[config.mk]
export PLATFORM = sky130hd
export DESIGN_NAME = priority_job_queue_with_head_timer_unit
export DESIGN_NICKNAME = d
export VERILOG_FILES = /design/src/pjq_pkg.sv /design/src/priority_job_queue_with_head_timer_unit.sv
export SDC_FILE = /design/constraint.sdc
export NUM_CORES = 2
export LEC_CHECK = 0
export BUFFER_PORTS_ARGS = -buffer_cell sky130_fd_sc_hd__buf_4
export CORE_MARGIN = 3
export CORE_UTILIZATION = 29
export CTS_CLUSTER_SIZE = 10
export DETAILED_ROUTE_END_ITERATION = 8
export PLACE_DENSITY = 0.51
export SYNTH_ARGS = -nofsm -noshare
export SYNTH_HDL_FRONTEND = slang
export SYNTH_SLANG_ARGS = --single-unit
[constraint.sdc]
create_clock -name i_clk -period 17 [get_ports i_clk]
set_input_delay 0 -clock i_clk [delete_from_list [all_inputs] [get_ports i_clk]]
set_output_delay 0 -clock i_clk [all_outputs]
set_load 0.005 [all_outputs]
[src/pjq_pkg.sv]
// Package with shared types, codes and constants of the priority job queue.
`timescale 1ns / 1ps

package pjq_pkg;

    // Default number of queue entries.
    localparam int QUEUE_DEPTH_DEF = 16;

    // Reset value of the speed multiplier, 1.0 in unsigned Q4.4.
    localparam logic [7:0] SPEED_RESET = 8'd16;

    // Largest elapsed time that the head timer can hold.
    localparam logic [23:0] ELAPSED_MAX = 24'hFFFFFF;

    // Action codes of an input item.
    localparam logic [2:0] ACT_ADD   = 3'd0;
    localparam logic [2:0] ACT_REM   = 3'd1;
    localparam logic [2:0] ACT_CLEAR = 3'd2;
    localparam logic [2:0] ACT_PRIO  = 3'd3;
    localparam logic [2:0] ACT_PAUSE = 3'd4;
    localparam logic [2:0] ACT_TICK  = 3'd5;

    // Status codes of a result item.
    localparam logic [1:0] ST_OK       = 2'd0;
    localparam logic [1:0] ST_FULL     = 2'd1;
    localparam logic [1:0] ST_BAD_IDX  = 2'd2;

    // Register indexes of the configuration port.
    localparam logic REG_SPEED = 1'b0;

    // One command transfer.
    typedef struct packed {
        logic [2:0]         action;
        logic [15:0]        unit_id;
        logic [15:0]        build_time;
        logic signed [7:0]  new_priority;
        logic [3:0]         entry_index;
        logic               pause_flag;
        logic [7:0]         elapsed_ticks;
    } t_in_item;

    // One result transfer.
    typedef struct packed {
        logic               done_res;
        logic [15:0]        done_unit;
        logic [4:0]         job_count;
        logic [1:0]         status;
        logic [15:0]        head_unit;
        logic [23:0]        head_elapsed;
    } t_out_item;

    // One stored job.
    typedef struct packed {
        logic [15:0]        id;
        logic [15:0]        btime;
        logic signed [7:0]  prio;
        logic [23:0]        elapsed;
    } t_entry;

endpackage

[src/priority_job_queue_with_head_timer_unit.sv]
// Top level of the priority job queue with its head timer.
`timescale 1ns / 1ps

// The queue keeps up to QUEUE_DEPTH jobs in one table with one read and one write
// port, sorted by descending priority with arrival order kept among equal
// priorities. Every command is taken only while o_in_stall is low and is then
// worked on alone. Each move of a job by one entry is a table read, then a compare
// and a write through the one shared priority comparator. A tick on a running,
// non-empty queue reads the head job, multiplies the command's elapsed ticks by
// the speed, adds the product to the head timer with saturation, and a finished
// head job then leaves the queue; clear, pause, unused actions and refused
// commands go straight to the result. The result sits in an output register,
// and the next command may be taken while it waits there; a new result waits
// in the last step for as long as the previous one is stalled. Speed is written
// through the APB port at byte address 0.
module priority_job_queue_with_head_timer_unit #(
    parameter int QUEUE_DEPTH = pjq_pkg::QUEUE_DEPTH_DEF
) (
    input  logic                i_clk,
    input  logic                i_rst_n,
    // Command channel
    input  logic                i_in_valid,
    output logic                o_in_stall,
    input  pjq_pkg::t_in_item   i_in,
    // Result channel
    output logic                o_out_valid,
    input  logic                i_out_stall,
    output pjq_pkg::t_out_item  o_out,
    // Configuration port
    input  logic                psel,
    input  logic                penable,
    input  logic                pwrite,
    input  logic [2:0]          paddr,
    input  logic [31:0]         pwdata,
    output logic [31:0]         prdata,
    output logic                pready
);

    localparam int AW = (QUEUE_DEPTH > 1) ? $clog2(QUEUE_DEPTH) : 1;
    localparam int OW = $clog2(QUEUE_DEPTH + 1);
    localparam int CW = ((OW > 4) ? OW : 4) + 1;

    typedef enum logic [3:0] {
        S_IDLE,
        S_GET,
        S_GET_CHK,
        S_UP_RD,
        S_UP_WR,
        S_DN_RD,
        S_DN_WR,
        S_TK_RD,
        S_TK_MUL,
        S_TK_ADD,
        S_HEAD,
        S_OUT
    } t_state;

    t_state               r_state, n_state;
    logic [OW-1:0]        r_occ, n_occ;
    logic                 r_paused, n_paused;
    logic [7:0]           r_speed;
    logic [AW-1:0]        r_pos, n_pos;
    pjq_pkg::t_entry      r_hold, n_hold;
    pjq_pkg::t_in_item    r_cmd, n_cmd;
    logic [1:0]           r_status, n_status;
    logic                 r_done, n_done;
    logic [15:0]          r_done_unit, n_done_unit;
    logic                 r_drop, n_drop;
    logic [15:0]          r_prod, n_prod;
    logic                 r_out_valid, n_out_valid;
    pjq_pkg::t_out_item   r_out, n_out;

    // Job table and its registered read port.
    pjq_pkg::t_entry      r_mem [QUEUE_DEPTH];
    pjq_pkg::t_entry      r_rd_data;
    logic [AW-1:0]        rd_addr;
    logic                 mem_we;
    logic [AW-1:0]        mem_waddr;
    pjq_pkg::t_entry      mem_wdata;

    // Shared priority comparator.
    logic signed [7:0]    cmp_a, cmp_b;
    logic                 cmp_gt;

    logic                 in_xfer;
    logic                 cfg_wr;
    logic [CW-1:0]        idx_ext;
    logic                 idx_bad;
    logic                 more_after;
    logic [24:0]          tick_sum;
    logic [23:0]          tick_sat;
    logic                 tick_done;

    assign in_xfer    = i_in_valid && !o_in_stall;
    assign o_in_stall = (r_state != S_IDLE);
    assign o_out_valid = r_out_valid;
    assign o_out      = r_out;

    // Configuration port: always ready, one register.
    assign pready = 1'b1;
    assign cfg_wr = psel && penable && pwrite && pready && (paddr[2] == pjq_pkg::REG_SPEED);
    assign prdata = (paddr[2] == pjq_pkg::REG_SPEED) ? {24'd0, r_speed} : 32'd0;

    always_ff @(posedge i_clk) begin
        if (!i_rst_n) begin
            r_speed <= pjq_pkg::SPEED_RESET;
        end else if (cfg_wr) begin
            r_speed <= pwdata[7:0];
        end
    end

    // Index range check against the current occupancy.
    assign idx_ext    = CW'(i_in.entry_index);
    assign idx_bad    = idx_ext >= CW'(r_occ);
    assign more_after = (CW'(r_pos) + CW'(1)) < CW'(r_occ);

    // The comparator operands follow the step in progress.
    always_comb begin
        cmp_a = r_rd_data.prio;
        cmp_b = r_hold.prio;
        unique case (r_state)
            S_UP_WR: begin
                cmp_a = r_hold.prio;
                cmp_b = r_rd_data.prio;
            end
            S_GET_CHK: begin
                cmp_a = r_cmd.new_priority;
                cmp_b = r_rd_data.prio;
            end
            default: begin
                cmp_a = r_rd_data.prio;
                cmp_b = r_hold.prio;
            end
        endcase
    end
    assign cmp_gt = cmp_a > cmp_b;

    // Head timer arithmetic: saturating add of the registered product.
    assign tick_sum  = 25'(r_hold.elapsed) + 25'(r_prod);
    assign tick_sat  = tick_sum[24] ? pjq_pkg::ELAPSED_MAX : tick_sum[23:0];
    assign tick_done = tick_sat >= 24'({r_hold.btime, 4'd0});

    // Sequencer.
    always_comb begin
        n_state     = r_state;
        n_occ       = r_occ;
        n_paused    = r_paused;
        n_pos       = r_pos;
        n_hold      = r_hold;
        n_cmd       = r_cmd;
        n_status    = r_status;
        n_done      = r_done;
        n_done_unit = r_done_unit;
        n_drop      = r_drop;
        n_prod      = r_prod;
        n_out_valid = r_out_valid;
        n_out       = r_out;
        rd_addr     = r_pos;
        mem_we      = 1'b0;
        mem_waddr   = r_pos;
        mem_wdata   = r_hold;

        // The result leaves once the far side takes it.
        if (r_out_valid && !i_out_stall) begin
            n_out_valid = 1'b0;
        end

        unique case (r_state)
            S_IDLE: begin
                if (in_xfer) begin
                    n_cmd       = i_in;
                    n_status    = pjq_pkg::ST_OK;
                    n_done      = 1'b0;
                    n_done_unit = 16'd0;
                    n_drop      = 1'b0;
                    n_state     = S_HEAD;
                    unique case (i_in.action)
                        pjq_pkg::ACT_ADD: begin
                            if (r_occ >= OW'(QUEUE_DEPTH)) begin
                                n_status = pjq_pkg::ST_FULL;
                            end else begin
                                n_hold.id      = i_in.unit_id;
                                n_hold.btime   = i_in.build_time;
                                n_hold.prio    = i_in.new_priority;
                                n_hold.elapsed = 24'd0;
                                n_pos          = r_occ[AW-1:0];
                                n_occ          = r_occ + OW'(1);
                                n_state        = S_UP_RD;
                            end
                        end
                        pjq_pkg::ACT_REM: begin
                            if (idx_bad) begin
                                n_status = pjq_pkg::ST_BAD_IDX;
                            end else begin
                                n_pos   = idx_ext[AW-1:0];
                                n_drop  = 1'b1;
                                n_state = S_DN_RD;
                            end
                        end
                        pjq_pkg::ACT_CLEAR: begin
                            n_occ = '0;
                        end
                        pjq_pkg::ACT_PRIO: begin
                            if (idx_bad) begin
                                n_status = pjq_pkg::ST_BAD_IDX;
                            end else begin
                                n_pos   = idx_ext[AW-1:0];
                                n_state = S_GET;
                            end
                        end
                        pjq_pkg::ACT_PAUSE: begin
                            n_paused = i_in.pause_flag;
                        end
                        pjq_pkg::ACT_TICK: begin
                            if (!r_paused && (r_occ != '0)) begin
                                n_state = S_TK_RD;
                            end
                        end
                        default: begin
                            n_state = S_HEAD;
                        end
                    endcase
                end
            end

            // Fetch the job whose priority changes.
            S_GET: begin
                rd_addr = r_pos;
                n_state = S_GET_CHK;
            end

            // A raised priority moves towards the head, otherwise towards the tail.
            S_GET_CHK: begin
                n_hold      = r_rd_data;
                n_hold.prio = r_cmd.new_priority;
                n_state     = cmp_gt ? S_UP_RD : S_DN_RD;
            end

            S_UP_RD: begin
                rd_addr = r_pos - AW'(1);
                n_state = S_UP_WR;
            end

            // Shift the lower-priority neighbour back, or drop the held job in.
            S_UP_WR: begin
                mem_we = 1'b1;
                if ((r_pos != '0) && cmp_gt) begin
                    mem_wdata = r_rd_data;
                    n_pos     = r_pos - AW'(1);
                    n_state   = S_UP_RD;
                end else begin
                    mem_wdata = r_hold;
                    n_state   = S_HEAD;
                end
            end

            S_DN_RD: begin
                rd_addr = r_pos + AW'(1);
                n_state = S_DN_WR;
            end

            // Pull the next job forward; a removal pulls all of them.
            S_DN_WR: begin
                if (more_after && (r_drop || cmp_gt)) begin
                    mem_we    = 1'b1;
                    mem_wdata = r_rd_data;
                    n_pos     = r_pos + AW'(1);
                    n_state   = S_DN_RD;
                end else begin
                    if (r_drop) begin
                        n_occ = r_occ - OW'(1);
                    end else begin
                        mem_we    = 1'b1;
                        mem_wdata = r_hold;
                    end
                    n_state = S_HEAD;
                end
            end

            S_TK_RD: begin
                rd_addr = '0;
                n_state = S_TK_MUL;
            end

            S_TK_MUL: begin
                n_hold  = r_rd_data;
                n_prod  = 16'(r_cmd.elapsed_ticks) * 16'(r_speed);
                n_state = S_TK_ADD;
            end

            // Advance the head job; a finished job is removed from the head.
            S_TK_ADD: begin
                if (tick_done) begin
                    n_done      = 1'b1;
                    n_done_unit = r_hold.id;
                    n_drop      = 1'b1;
                    n_pos       = '0;
                    n_state     = S_DN_RD;
                end else begin
                    mem_we            = 1'b1;
                    mem_waddr         = '0;
                    mem_wdata         = r_hold;
                    mem_wdata.elapsed = tick_sat;
                    n_state           = S_HEAD;
                end
            end

            S_HEAD: begin
                rd_addr = '0;
                n_state = S_OUT;
            end

            // Hand the result over once the output register is free.
            S_OUT: begin
                rd_addr = '0;
                if (!r_out_valid || !i_out_stall) begin
                    n_out_valid            = 1'b1;
                    n_out.done_res         = r_done;
                    n_out.done_unit        = r_done_unit;
                    n_out.job_count        = 5'(r_occ);
                    n_out.status           = r_status;
                    n_out.head_unit        = (r_occ != '0) ? r_rd_data.id : 16'd0;
                    n_out.head_elapsed     = (r_occ != '0) ? r_rd_data.elapsed : 24'd0;
                    n_state                = S_IDLE;
                end
            end

            default: begin
                n_state = S_IDLE;
            end
        endcase
    end

    // State and registered outputs.
    always_ff @(posedge i_clk) begin
        if (!i_rst_n) begin
            r_state     <= S_IDLE;
            r_occ       <= '0;
            r_paused    <= 1'b0;
            r_out_valid <= 1'b0;
        end else begin
            r_state     <= n_state;
            r_occ       <= n_occ;
            r_paused    <= n_paused;
            r_out_valid <= n_out_valid;
        end
        r_pos       <= n_pos;
        r_hold      <= n_hold;
        r_cmd       <= n_cmd;
        r_status    <= n_status;
        r_done      <= n_done;
        r_done_unit <= n_done_unit;
        r_drop      <= n_drop;
        r_prod      <= n_prod;
        r_out       <= n_out;
    end

    // Job table.
    always_ff @(posedge i_clk) begin
        if (mem_we) begin
            r_mem[mem_waddr] <= mem_wdata;
        end
        r_rd_data <= r_mem[rd_addr];
    end

    // A command transfer closes the command channel until its result is formed.
    a_busy_after_xfer: assert property (@(posedge i_clk) disable iff (!i_rst_n)
        in_xfer |=> o_in_stall)
        else $error("command channel open while a command is in progress");

    // The queue never holds more jobs than it has entries.
    a_occ_bound: assert property (@(posedge i_clk) disable iff (!i_rst_n)
        r_occ <= OW'(QUEUE_DEPTH))
        else $error("occupancy beyond queue depth");

    // The head timer only runs while the queue is running and not empty.
    a_tick_running: assert property (@(posedge i_clk) disable iff (!i_rst_n)
        (r_state == S_TK_MUL) |-> (!r_paused && (r_occ != '0)))
        else $error("head timer advanced while paused or empty");

    // A finished job is only reported together with an ok status.
    a_done_ok: assert property (@(posedge i_clk) disable iff (!i_rst_n)
        (r_state == S_OUT && r_done) |-> (r_status == pjq_pkg::ST_OK))
        else $error("finished job reported with an error status");

endmodule
==> results.yml <==
logic_synthesis:
  ys_top_cells_by_area: "edfxtp_1 (66%), nand2_1 (4.8%), a211oi_1 (4.5%)"
  ys_types: 65
  yosysTopAreaCell: "edfxtp_1"
  syn-cell-area_sq_um: 54700
  ys.flop_type: "edfxtp_1"
  yosysTopAreaCellShare: 0.663
  ys_warn_count: 0
  synth_cells: 4080
  syn_area_per_cell_sq_um: 13.4
  ys_ff_latch: 1291
  yosysSeqAreaShare: 0.694
  async_flop_share: 0
  synth_edf_count: 1208
pwr:
  power.total_mw: 11.2
  power_density_nw_per_um2: 175
  p_leak_nw: 21.5
  ir_worst_vdd_uv: 176
cells_and_area:
  fillers: 18100
  final_cell_mix: "edfxtp_1 (1208), nand2_1 (702), a211oi_1 (329)"
  area_delta_synth_final_pct: 16.9
  fin_cells: 6865
  num-nets-final: 4507
  drive_above_1_share: 0.104
  mostFrequentLayoutCell: "edfxtp_1"
clocking:
  cts-root-buf: "clkbuf_16"
  post_cts.repair.setup_buffers: 0
  cts.clk_slew.worst_paths_ns: 0.06
  clkLatencyLatePin_ns: 0.77
  cts.sinks: 1291
  clk_path_buf_depth: 3
  cts_tree: "built"
  cts_htree_levels: 4
  numCtsBuffers: 149
  post_cts_resized: 0
routing:
  drc: 0
  wl_per_cell_um: 21.7
  avgViaCountPerCell: 4.90
  drt_iter0_markers: 2461
  drtPass1Iterations: 5
  routed_wirelength_um: 149000
  ant_nets: 0
  num_vias: 33700
sta:
  max_freq_mhz: 129
  drv_slew: 0
  rsz0062_at_grt: "no"
  slew_headroom: 0.182
  fin_tns_setup_ns: 0
  period_share: 0.455
  skew_ns: 0.0297
  period_minus_slack_ns: 7.74
  setup_viol: 0
  worstMarginPinSlew_ns: 1.23
  hold_violations: 0
setup_path:
  arrival_ns: 8.12
  critical_path.cell_chain: "ha_1 -> fa_1 -> a211o_1 -> a31oi_1 -> o311a_2 -> o31a_1 -> or2_2 -> nand2_1 -> ha_1 -> nor2b_1 -> o211ai_1 -> a21oi_1 -> a211oi_1 -> o211ai_1 -> a211oi_1 -> and4_1 -> buf_4 -> nor2_1 -> nor2_4 -> buf_4 -> buf_4"
  cpMostUsedCell: "buf_4"
  endpoint_kind: "flip-flop"
  cp_num_buf_inv: 3
  path_max_fanout: 32
  crit_family: "compound AO/OA/AOI/OAI gates"
  worst-path-stages: 21
  slowest_delay_ns: 0.71
  r2r_cells: 21
  worst-setup-path-type: "reg2reg"
  required_ns: 17.38
  cp-start-kind: "flip-flop"
  crit_path_top_delay_cell: "nor2_4"
min_path:
  holdPathStages: 2
  min_path_type: "in2reg"
global_route:
  use_met3: 0.0206
  antenna_found_initial: 9
  overflow: 0
  grt_use_met2: 0.252
  grt_pass1_vias: 32900
  grt_pass1_wl_um: 220000
  grt_max_degree: 220
  grt_usage: 0.151
  grt_use_met1: 0.205
  busiest_layer: "met2"
place:
  dp_hpwl_um: 79900
  port_buffers: 145
  routabilityCongestion: 0.796
  dp_cells: 6505
floorplan:
  start_util: 0.293
  die_h_um: 440
  die_w_um: 440
  die-area_sq_um: 194000
  io_pins: 197
  core_sq_um: 186000
  rows: 158
outcome:
  status: "completed"
run:
  cap_violations: 0
==> synthesized netlist by cell type (4+ instances only) <==
library cell and number:
a211oi_1 329, a21boi_0 4, a21o_1 26, a21oi_1 182, a221o_1 19, a22o_1 18
a22oi_1 4, a311oi_1 129, a31oi_1 135, and2_1 318, and3_1 14, buf_1 11
buf_2 6, buf_4 25, clkbuf_1 251, dfxtp_1 83, edfxtp_1 1208, fa_1 37
ha_1 88, inv_1 84, mux2_2 36, mux2i_1 11, nand2_1 702, nand2b_1 8
nand3_1 19, nand4_1 10, nor2_1 70, nor2b_1 83, nor3_1 9, nor3b_1 4
nor4_1 4, o21a_1 10, o21ai_0 43, o22ai_1 11, or2_2 6, or3_1 5
xnor2_1 18, xor2_1 16
==> worst paths after layout <==
path                                  from                       to  slack [ns]
min                               i_in[20]      r_cmd[20]$_DFFE_PP_        0.08
min reg2reg  r_done_unit[15]$_SDFFCE_PN0P_      o_out[62]$_DFFE_PP_        0.42
max reg2reg            r_hold[0]$_DFFE_PP_  r_mem[12][21]$_DFFE_PP_        9.26
max                    r_hold[0]$_DFFE_PP_  r_mem[12][21]$_DFFE_PP_        9.26
==> flip-flops by register name, summed over array words and instances (netlist names) <==
register,cells
r_cmd,16
r_done_unit,16
o_out,64
o_out_valid,1
r_pos,4
r_rd_data,64
r_state,4
r_speed,8
r_status,2
r_prod,16
r_mem,1024
r_occ,5
r_hold,64
r_done,1
r_paused,1
r_drop,1
==> power breakdown <==
group	switching (mW)	internal [mW]
Sequential	0.227	4.28
Clock	1.21	1.68
Combinational	2.57	1.21
Total	4.01	7.17
==> stage by stage <==
stage                     setup slack, ns  hold WS, ns  instance area, sq um  utilization
after floorplan                      9.38       0.0302                 54800            -
after global placement               9.24        0.180                 58600        0.314
after detailed placement             9.19        0.180                 58600        0.314
after CTS                            9.16       0.0333                 63900        0.343
after global routing                 8.84       0.0744                 63900        0.343
final                                9.26       0.0821                 63900        0.343
==> final cells by class <==
type	instances	area (sq um)	share of cell area
Timing Repair Buffer	324	2740	0.0429
Inverter	84	315	0.00493
Sequential cell	1291	37900	0.593
Antenna cell	1	2.50	0.0000391
Clock buffer	243	4230	0.0661
Clock inverter	8	55.1	0.000861
Tap cell	2480	3100	0.0485
Multi-Input combinational cell	2434	15600	0.243
==> layer usage <==
layer / vias to the layer above / wire length, um
met3: 192 / 5780
met4: 0 / 3230
met2: 757 / 72400
met1: 17000 / 67300
met5: - / 0
li1: 15700 / -
==> repair_timing <==
action,CTS,global route
setup endpoints to repair,0,0
endpoints found under the hold margin,96,0
hold buffers,108,0
==> kinds of logic after synthesis <==
logic type,share of synthesized area
flops,0.694
simple gates,0.109
compound gates,0.120
buf+inv,0.0279
fa+ha+maj,0.0337
mux,0.00943
xor+xnor,0.00545
other cells,0.000137
(Power assumes the default switching activity.)
